## config.mk

```make
export PLATFORM = sky130hd
export DESIGN_NAME = hsv_to_rgb_converter
export DESIGN_NICKNAME = d
export VERILOG_FILES = /design/src/design/hsv2rgb_pkg.sv /design/src/design/hsv2rgb_sector.sv /design/src/design/hsv2rgb_scale.sv /design/src/design/hsv2rgb_round.sv /design/src/design/hsv_to_rgb_converter.sv
export VERILOG_INCLUDE_DIRS = /design/src /design/src/design
export SDC_FILE = /design/constraint.sdc
export NUM_CORES = 2
export LEC_CHECK = 0
export BUFFER_PORTS_ARGS = -buffer_cell sky130_fd_sc_hd__buf_2
export CORE_MARGIN = 2
export CORE_UTILIZATION = 55
export CTS_CLUSTER_SIZE = 10
export DETAILED_ROUTE_END_ITERATION = 7
export PLACE_DENSITY = 0.71
export SYNTH_ARGS = -nofsm -noshare
export SYNTH_HDL_FRONTEND = slang
export SYNTH_SLANG_ARGS = --single-unit
```

## constraint.sdc

```tcl
create_clock -name clk -period 10.2 [get_ports clk]
set_clock_uncertainty 0.2 [all_clocks]
set_input_delay 3.06 -clock clk [delete_from_list [all_inputs] [get_ports clk]]
set_output_delay 3.06 -clock clk [all_outputs]
set_load 0.01 [all_outputs]
```

## src/design/hsv_to_rgb_converter_macros.svh

```systemverilog
// assertion macros shared by the hsv to rgb converter modules
`ifndef HSV_TO_RGB_CONVERTER_MACROS_SVH
`define HSV_TO_RGB_CONVERTER_MACROS_SVH

// same-cycle implication, sampled on clk, off during rst
`define HSV2RGB_ASSERT_NOW(label, trig, cond) \
  label: assert property (@(posedge clk) disable iff (rst) (trig) |-> (cond)) \
    else $error("hsv2rgb assertion failed");

// next-cycle implication, sampled on clk, off during rst
`define HSV2RGB_ASSERT_NEXT(label, trig, cond) \
  label: assert property (@(posedge clk) disable iff (rst) (trig) |=> (cond)) \
    else $error("hsv2rgb assertion failed");

`endif

```

## src/design/hsv2rgb_pkg.sv

```systemverilog
// shared constants, sector codes and stage payload types of the hsv to rgb converter
`timescale 1ns / 1ps

package hsv2rgb_pkg;

  localparam int HUE_BITS     = 16;
  localparam int CHANNEL_BITS = 8;
  localparam int FRAC_BITS    = 16;
  localparam int SECTOR_BITS  = 3;
  localparam int ARG_BITS     = CHANNEL_BITS + FRAC_BITS;
  localparam int NUM_BITS     = 2 * CHANNEL_BITS + FRAC_BITS;

  localparam logic [CHANNEL_BITS-1:0] CH_MAX   = '1;
  localparam logic [ARG_BITS-1:0]     DEN      = {CH_MAX, {FRAC_BITS{1'b0}}};
  localparam logic [NUM_BITS-1:0]     HALF_DEN = NUM_BITS'(DEN >> 1);

  typedef enum logic [SECTOR_BITS-1:0] {
    SEC_RY = 3'd0,
    SEC_YG = 3'd1,
    SEC_GC = 3'd2,
    SEC_CB = 3'd3,
    SEC_BM = 3'd4,
    SEC_MR = 3'd5
  } sector_t;

  typedef struct packed {
    logic [HUE_BITS-1:0]     hue;
    logic [CHANNEL_BITS-1:0] saturation;
    logic [CHANNEL_BITS-1:0] brightness;
  } hsv_t;

  typedef struct packed {
    logic [CHANNEL_BITS-1:0] red;
    logic [CHANNEL_BITS-1:0] green;
    logic [CHANNEL_BITS-1:0] blue;
  } rgb_t;

  typedef struct packed {
    sector_t                 sector;
    logic [FRAC_BITS-1:0]    frac;
    logic [CHANNEL_BITS-1:0] saturation;
    logic [CHANNEL_BITS-1:0] brightness;
  } stage1_t;

  typedef struct packed {
    sector_t                 sector;
    logic [ARG_BITS-1:0]     prod_q;
    logic [ARG_BITS-1:0]     prod_t;
    logic [CHANNEL_BITS-1:0] saturation;
    logic [CHANNEL_BITS-1:0] brightness;
  } stage2_t;

  typedef struct packed {
    sector_t                 sector;
    logic [NUM_BITS-1:0]     num_p;
    logic [NUM_BITS-1:0]     num_q;
    logic [NUM_BITS-1:0]     num_t;
    logic [CHANNEL_BITS-1:0] brightness;
  } stage3_t;

endpackage

```

## src/design/hsv2rgb_sector.sv

```systemverilog
// first stage: hue times six, split into sector and position fraction
`timescale 1ns / 1ps

module hsv2rgb_sector (
  input  logic                    clk,
  input  logic                    rst,
  input  logic                    hsv_valid,
  input  hsv2rgb_pkg::hsv_t       hsv,
  output logic                    hsv_ready,
  output logic                    s1_valid,
  output hsv2rgb_pkg::stage1_t    s1,
  input  logic                    s1_ready
);

  localparam int HB = hsv2rgb_pkg::HUE_BITS;
  localparam int FB = hsv2rgb_pkg::FRAC_BITS;

  logic [HB+2:0]    hue6;
  logic [HB+FB-1:0] frac_wide;
  hsv2rgb_pkg::stage1_t s1_next;

  assign hue6      = (HB+3)'(hsv.hue) * (HB+3)'(6);
  assign frac_wide = {hue6[HB-1:0], {FB{1'b0}}} >> HB;

  always_comb begin
    s1_next.sector     = hsv2rgb_pkg::sector_t'(hue6[HB+2:HB]);
    s1_next.frac       = frac_wide[FB-1:0];
    s1_next.saturation = hsv.saturation;
    s1_next.brightness = hsv.brightness;
  end

  assign hsv_ready = !s1_valid || s1_ready;

  always_ff @(posedge clk) begin
    if (rst) begin
      s1_valid <= 1'b0;
    end else if (hsv_ready) begin
      s1_valid <= hsv_valid;
    end
  end

  always_ff @(posedge clk) begin
    if (hsv_ready && hsv_valid) begin
      s1 <= s1_next;
    end
  end

endmodule

```

## src/design/hsv2rgb_scale.sv

```systemverilog
// second and third stages: saturation products, then brightness products
`timescale 1ns / 1ps
`include "hsv_to_rgb_converter_macros.svh"

module hsv2rgb_scale (
  input  logic                    clk,
  input  logic                    rst,
  input  logic                    s1_valid,
  input  hsv2rgb_pkg::stage1_t    s1,
  output logic                    s1_ready,
  output logic                    s3_valid,
  output hsv2rgb_pkg::stage3_t    s3,
  input  logic                    s3_ready
);

  localparam int FB = hsv2rgb_pkg::FRAC_BITS;
  localparam int AB = hsv2rgb_pkg::ARG_BITS;
  localparam int NB = hsv2rgb_pkg::NUM_BITS;

  logic                 s2_valid;
  hsv2rgb_pkg::stage2_t s2;
  hsv2rgb_pkg::stage2_t s2_next;
  hsv2rgb_pkg::stage3_t s3_next;
  logic                 s2_ready;
  logic [FB:0]          frac_rest;
  logic [AB:0]          prod_t_full;
  logic [AB-1:0]        arg_p;
  logic [AB-1:0]        arg_q;
  logic [AB-1:0]        arg_t;

  // stage 2: s*f and s*(1-f)
  assign frac_rest   = {1'b1, {FB{1'b0}}} - {1'b0, s1.frac};
  assign prod_t_full = (AB+1)'(s1.saturation) * (AB+1)'(frac_rest);

  always_comb begin
    s2_next.sector     = s1.sector;
    s2_next.prod_q     = AB'(s1.saturation) * AB'(s1.frac);
    s2_next.prod_t     = prod_t_full[AB-1:0];
    s2_next.saturation = s1.saturation;
    s2_next.brightness = s1.brightness;
  end

  // stage 3: v times (1 - term)
  assign arg_p = {hsv2rgb_pkg::CH_MAX - s2.saturation, {FB{1'b0}}};
  assign arg_q = hsv2rgb_pkg::DEN - s2.prod_q;
  assign arg_t = hsv2rgb_pkg::DEN - s2.prod_t;

  always_comb begin
    s3_next.sector     = s2.sector;
    s3_next.num_p      = NB'(s2.brightness) * NB'(arg_p);
    s3_next.num_q      = NB'(s2.brightness) * NB'(arg_q);
    s3_next.num_t      = NB'(s2.brightness) * NB'(arg_t);
    s3_next.brightness = s2.brightness;
  end

  assign s2_ready = !s3_valid || s3_ready;
  assign s1_ready = !s2_valid || s2_ready;

  always_ff @(posedge clk) begin
    if (rst) begin
      s2_valid <= 1'b0;
      s3_valid <= 1'b0;
    end else begin
      if (s1_ready) begin
        s2_valid <= s1_valid;
      end
      if (s2_ready) begin
        s3_valid <= s2_valid;
      end
    end
  end

  always_ff @(posedge clk) begin
    if (s1_ready && s1_valid) begin
      s2 <= s2_next;
    end
    if (s2_ready && s2_valid) begin
      s3 <= s3_next;
    end
  end

  `HSV2RGB_ASSERT_NEXT(a_s2_advances, s2_valid && s2_ready, s3_valid)

endmodule

```

## src/design/hsv2rgb_round.sv

```systemverilog
// fourth stage: round and divide by full scale, route by sector into the output register
`timescale 1ns / 1ps
`include "hsv_to_rgb_converter_macros.svh"

module hsv2rgb_round (
  input  logic                    clk,
  input  logic                    rst,
  input  logic                    s3_valid,
  input  hsv2rgb_pkg::stage3_t    s3,
  output logic                    s3_ready,
  output logic                    rgb_valid,
  output hsv2rgb_pkg::rgb_t       rgb,
  input  logic                    rgb_stall
);

  localparam int CB = hsv2rgb_pkg::CHANNEL_BITS;
  localparam int FB = hsv2rgb_pkg::FRAC_BITS;
  localparam int NB = hsv2rgb_pkg::NUM_BITS;

  // floor((num + den/2) / den), den = max * 2^frac
  function automatic logic [CB-1:0] div_round(input logic [NB-1:0] num);
    logic [NB-1:0]   biased;
    logic [2*CB-1:0] y;
    logic [CB:0]     rem;
    logic [CB:0]     quo;
    biased = num + hsv2rgb_pkg::HALF_DEN;
    y      = biased[NB-1:FB];
    rem    = {1'b0, y[2*CB-1:CB]} + {1'b0, y[CB-1:0]};
    quo    = {1'b0, y[2*CB-1:CB]}
           + (CB+1)'(rem >= {1'b0, hsv2rgb_pkg::CH_MAX})
           + (CB+1)'(rem >= {hsv2rgb_pkg::CH_MAX, 1'b0});
    return quo[CB-1:0];
  endfunction

  logic [CB-1:0]     p_val;
  logic [CB-1:0]     q_val;
  logic [CB-1:0]     t_val;
  logic [CB-1:0]     v_val;
  hsv2rgb_pkg::rgb_t rgb_next;

  assign p_val = div_round(s3.num_p);
  assign q_val = div_round(s3.num_q);
  assign t_val = div_round(s3.num_t);
  assign v_val = s3.brightness;

  always_comb begin
    unique case (s3.sector)
      hsv2rgb_pkg::SEC_RY: rgb_next = '{red: v_val, green: t_val, blue: p_val};
      hsv2rgb_pkg::SEC_YG: rgb_next = '{red: q_val, green: v_val, blue: p_val};
      hsv2rgb_pkg::SEC_GC: rgb_next = '{red: p_val, green: v_val, blue: t_val};
      hsv2rgb_pkg::SEC_CB: rgb_next = '{red: p_val, green: q_val, blue: v_val};
      hsv2rgb_pkg::SEC_BM: rgb_next = '{red: t_val, green: p_val, blue: v_val};
      default:             rgb_next = '{red: v_val, green: p_val, blue: q_val};
    endcase
  end

  assign s3_ready = !rgb_valid || !rgb_stall;

  always_ff @(posedge clk) begin
    if (rst) begin
      rgb_valid <= 1'b0;
    end else if (s3_ready) begin
      rgb_valid <= s3_valid;
    end
  end

  always_ff @(posedge clk) begin
    if (s3_ready && s3_valid) begin
      rgb <= rgb_next;
    end
  end

  `HSV2RGB_ASSERT_NOW(a_p_smallest, s3_valid, (p_val <= q_val) && (p_val <= t_val))
  `HSV2RGB_ASSERT_NOW(a_v_largest, s3_valid, (q_val <= v_val) && (t_val <= v_val))

endmodule

```

## src/design/hsv_to_rgb_converter.sv

```systemverilog
// HSV to RGB pixel converter. Takes one pixel per clock while hsv_stall is low, as hue
// (16-bit fraction of a full turn), saturation and value (8 bits, 255 = 1.0) and returns
// red, green and blue with p, q and t rounded to nearest, ties up. Throughput is one
// transaction per cycle while the output is not stalled. The four register stages are hue
// scaling, saturation products, brightness products, and rounding with sector routing; an
// accepted input passes through them in that order before rgb_valid rises. Each stage holds
// its own valid bit, so bubbles close up under output stall and hsv_stall rises only when
// all four stages are full and the output is stalled.
`timescale 1ns / 1ps
`include "hsv_to_rgb_converter_macros.svh"

module hsv_to_rgb_converter (
  input  logic              clk,
  input  logic              rst,
  input  logic              hsv_valid,
  output logic              hsv_stall,
  input  hsv2rgb_pkg::hsv_t hsv,
  output logic              rgb_valid,
  input  logic              rgb_stall,
  output hsv2rgb_pkg::rgb_t rgb
);

  logic                 hsv_ready;
  logic                 s1_valid;
  logic                 s1_ready;
  hsv2rgb_pkg::stage1_t s1;
  logic                 s3_valid;
  logic                 s3_ready;
  hsv2rgb_pkg::stage3_t s3;

  hsv2rgb_sector u_sector (
    .clk       (clk),
    .rst       (rst),
    .hsv_valid (hsv_valid),
    .hsv       (hsv),
    .hsv_ready (hsv_ready),
    .s1_valid  (s1_valid),
    .s1        (s1),
    .s1_ready  (s1_ready)
  );

  hsv2rgb_scale u_scale (
    .clk      (clk),
    .rst      (rst),
    .s1_valid (s1_valid),
    .s1       (s1),
    .s1_ready (s1_ready),
    .s3_valid (s3_valid),
    .s3       (s3),
    .s3_ready (s3_ready)
  );

  hsv2rgb_round u_round (
    .clk       (clk),
    .rst       (rst),
    .s3_valid  (s3_valid),
    .s3        (s3),
    .s3_ready  (s3_ready),
    .rgb_valid (rgb_valid),
    .rgb       (rgb),
    .rgb_stall (rgb_stall)
  );

  assign hsv_stall = !hsv_ready;

  `HSV2RGB_ASSERT_NOW(a_stall_only_when_full, hsv_stall, rgb_valid && rgb_stall && s1_valid)

endmodule
```

==> Implementation_results.wiki <==
{| class="wikitable"
! Metric !! Value
|-
| Most common library cell in the layout ignoring fill and taps || sky130_fd_sc_hd__inv_1
|-
| Count of max-cap constraint violations || 0
|-
| Post_cts resized || 0
|-
| Dominant combinational cell family by area after synthesis || adder cells
|-
| Result of the run || finished, final reports clean
|-
| Data arrival, critical path || 7630 ps
|-
| Post-synth ARST share || 0%
|-
| Headroom to the max-slew limit || 17.4%
|-
| Congestion Overflow GR || 0
|-
| Synthesized netlist net count || 3899
|-
| Post-synthesis mux area share || 0.949%
|-
| Required time of the critical path || 10290 ps
|-
| Max Freq || 0.133 GHz
|-
| Complex-gate fraction of the synthesized area || 6.07%
|-
| Number of buffers added for setup after CTS || 0
|-
| Die ar. || 56500 µm²
|-
| Sequential cell area fraction in the yosys report || 18.6%
|-
| Number of hold buffers added after CTS || 0
|-
| Most area-consuming cells after synthesis || sky130_fd_sc_hd__fa_1, sky130_fd_sc_hd__edfxtp_1, sky130_fd_sc_hd__ha_1, sky130_fd_sc_hd__and2_1, sky130_fd_sc_hd__inv_1
|-
| Category of the worst setup path capture point || flop
|-
| Starting utilization of the core area || 55.7%
|-
| Drt drc || 0
|-
| Post-DRT Antenna Nets || 0
|-
| Cell at the slowest stage of the critical path || sky130_fd_sc_hd__xnor2_1
|-
| Routability cong. || 0.856
|-
| Maximum number of pins on one net before global-route repair || 65
|-
| Vias in the first global route || 23303
|-
| Total of warnings raised by yosys || 0
|-
| Vias/cell || 5.52
|-
| Buffer and inverter count on the worst path || 2
|-
| Count of endpoints failing setup in the final report || 0
|-
| Initial antenna violation count || 1
|-
| Clock transition at the registers of the reported paths || 80 ps
|-
| I/O Buffers || 61
|-
| Width of the die || 238 µm
|-
| Summed instance area of the synthesized netlist || 30100 µm²
|-
| Simple logic cell fraction of the synthesized area || 19.0%
|-
| Total number of clock tree sinks || 187
|-
| Cells after Synth || 3144
|-
| Min Clock Period, post-route || 7540 ps
|-
| Clock insertion delay at the later pin of the skew report || 490 ps
|-
| Share of the synthesized netlist area taken by xor and xnor gates || 6.41%
|-
| Slew of the pin with the lowest slew margin || 1230 ps
|-
| Most frequent cells in the layout || sky130_fd_sc_hd__inv_1, sky130_fd_sc_hd__fa_1, sky130_fd_sc_hd__and2_1
|-
| Sum of net half-perimeters after detailed placement || 51.5 mm
|-
| Crit-path max FO || 8
|-
| Drt wl/cell || 17.3 µm
|-
| Cells traversed along the worst timing path || or3_1, or3_1, or3_1, nor4_2, nor3b_1, xnor2_1, and2_1, fa_1, fa_1, fa_1, inv_1, fa_1, inv_1, ha_1, and3_1, a21oi_1, o21ai_0, a21o_1, a21oi_1, o31ai_2, o41ai_4, mux2i_1, a2111oi_2
|-
| Number of violations reported at the end of detailed-routing iteration 0 || 1306
|-
| Critical Setup Path Class || reg -> reg
|-
| Global-route wire length before repair || 112 mm
|-
| Share of final-layout standard cells stronger than drive strength 1 || 4.53%
|-
| Top-Level Pins || 62
|-
| Die extent in y || 238 µm
|-
| EDFF count, synth || 183
|-
| Relative area change from synthesis to final layout || 5.45%
|-
| Number of distinct standard cells referenced by the synthesized netlist || 69
|-
| RSZ-0062 raised after global routing || false
|-
| CTS H-tree lvls || 4
|-
| Clock tree from TritonCTS || yes
|-
| Antenna Cells || 0
|-
| Sum of negative setup slack || 0 ps
|-
| Master cell of the clock root buffer || sky130_fd_sc_hd__clkbuf_16
|-
| Adder-cell share of the synthesized area || 41.3%
|-
| Overall fraction of global-route tracks in use || 24.8%
|-
| Synthesized area per cell || 9.56 µm²
|-
| Count of state elements after synthesis || 187
|-
| Worst hold path class || reg -> reg
|-
| Hold Violations, Final || 0
|-
| Number of buffers created by CTS || 17
|-
| Period Utilization, post-route || 74.0%
|-
| Detailed Routing Iterations Pass 1 || 5
|-
| Max-slew violations || 0
|-
| Most Frequent Cell on Critical Path || sky130_fd_sc_hd__fa_1
|-
| Total via count in the routed design || 21302
|-
| Placement Rows || 85
|-
| Number of nets in the finished design || 3902
|-
| Delay of the slowest cell on the worst path || 540 ps
|-
| Top cell type's share of synthesized area || 30.2%
|-
| Top_reg_cell synth || sky130_fd_sc_hd__edfxtp_1
|-
| Core Box Area || 53900 µm²
|-
| Element type at the critical path start || flop
|-
| Family with the most delay on the worst path || adder cells
|-
| Top cell type by total area after synthesis || sky130_fd_sc_hd__fa_1
|-
| Total wire length || 66.6 mm
|-
| Max Root-Sink Buffers || 2
|}
==> Yosys cell counts, types with 58 or more instances <==
library cell,count
sky130_fd_sc_hd__a21oi_1,84
sky130_fd_sc_hd__and2_1,355
sky130_fd_sc_hd__clkbuf_1,90
sky130_fd_sc_hd__edfxtp_1,183
sky130_fd_sc_hd__fa_1,453
sky130_fd_sc_hd__ha_1,266
sky130_fd_sc_hd__inv_1,523
sky130_fd_sc_hd__nand2_1,315
sky130_fd_sc_hd__nor2_1,124
sky130_fd_sc_hd__nor2b_1,68
sky130_fd_sc_hd__o21ai_0,58
sky130_fd_sc_hd__xnor2_1,155
sky130_fd_sc_hd__xor2_1,65
==> per-layer routing <==
| layer | track usage [%] | up-vias | routed length (µm) | share of wire, % |
|---|---|---|---|---|
| li1 | - | 9961 | - | - |
| met3 | 3.36 | 137 | 2980 | 4.5 |
| met2 | 45.0 | 496 | 33900 | 51 |
| met1 | 30.4 | 10708 | 27900 | 42 |
| met4 | 7.99 | 0 | 1780 | 2.7 |
| met5 | 0 | - | 0 | 0 |
==> through the flow <==
| stage | setup WS (ps) | hold slack, ps | cells | util [%] | instance area [µm²] |
|---|---|---|---|---|---|
| final | 2660 | 225 | 3856 | 58.8 | 31700 |
| after CTS | 2650 | 226 | 3856 | 58.8 | 31700 |
| after detailed placement | 2670 | 206 | 3824 | 57.6 | 31000 |
| after global routing | 2130 | 232 | 3856 | 58.8 | 31700 |
| after global placement | 2910 | 201 | 3824 | 57.6 | 31000 |
| after floorplan | 1460 | 200 | 3144 | - | 30100 |
==> kinds of logic after synthesis <==
group	after synthesis
multiplexers	27
adder cells (fa/ha/maj)	720
AND/OR/NAND/NOR	1095
flip-flops	187
AO/OA/AOI/OAI	276
buffers and inverters	619
XOR/XNOR	220
==> layout make-up <==
type	instances	area (µm²)
clock buffers	17	425
clock inverters	15	223
fillers	4594	22200
inverters	523	1960
multi-input cells	2338	22200
flip-flops and latches	187	5580
well taps	696	871
repair buffers	80	448
==> flip-flops by register name (all words and copies together) (netlist names) <==
| signal | cells |
|---|---|
| u_scale.s2_valid | 1 |
| u_sector.s1_valid | 1 |
| u_round.rgb | 24 |
| u_scale.s3 | 61 |
| u_scale.s3_valid | 1 |
| u_sector.s1 | 34 |
| u_scale.s2 | 64 |
| u_round.rgb_valid | 1 |
==> path summary, 6_finish.rpt <==
kind	slack, ps	cells after the start	startpoint	to
max	2660	23	u_scale.s2[24]	u_scale.s3[39]
min	230	0	u_sector.s1[6]	u_scale.s2[6]
max reg2reg	2660	23	u_scale.s2[24]	u_scale.s3[39]
min reg2reg	230	0	u_sector.s1[6]	u_scale.s2[6]
Power is left out: the tool's default activity adds up to more than one toggle a clock period on the data nets, which glitch-free logic cannot reach.
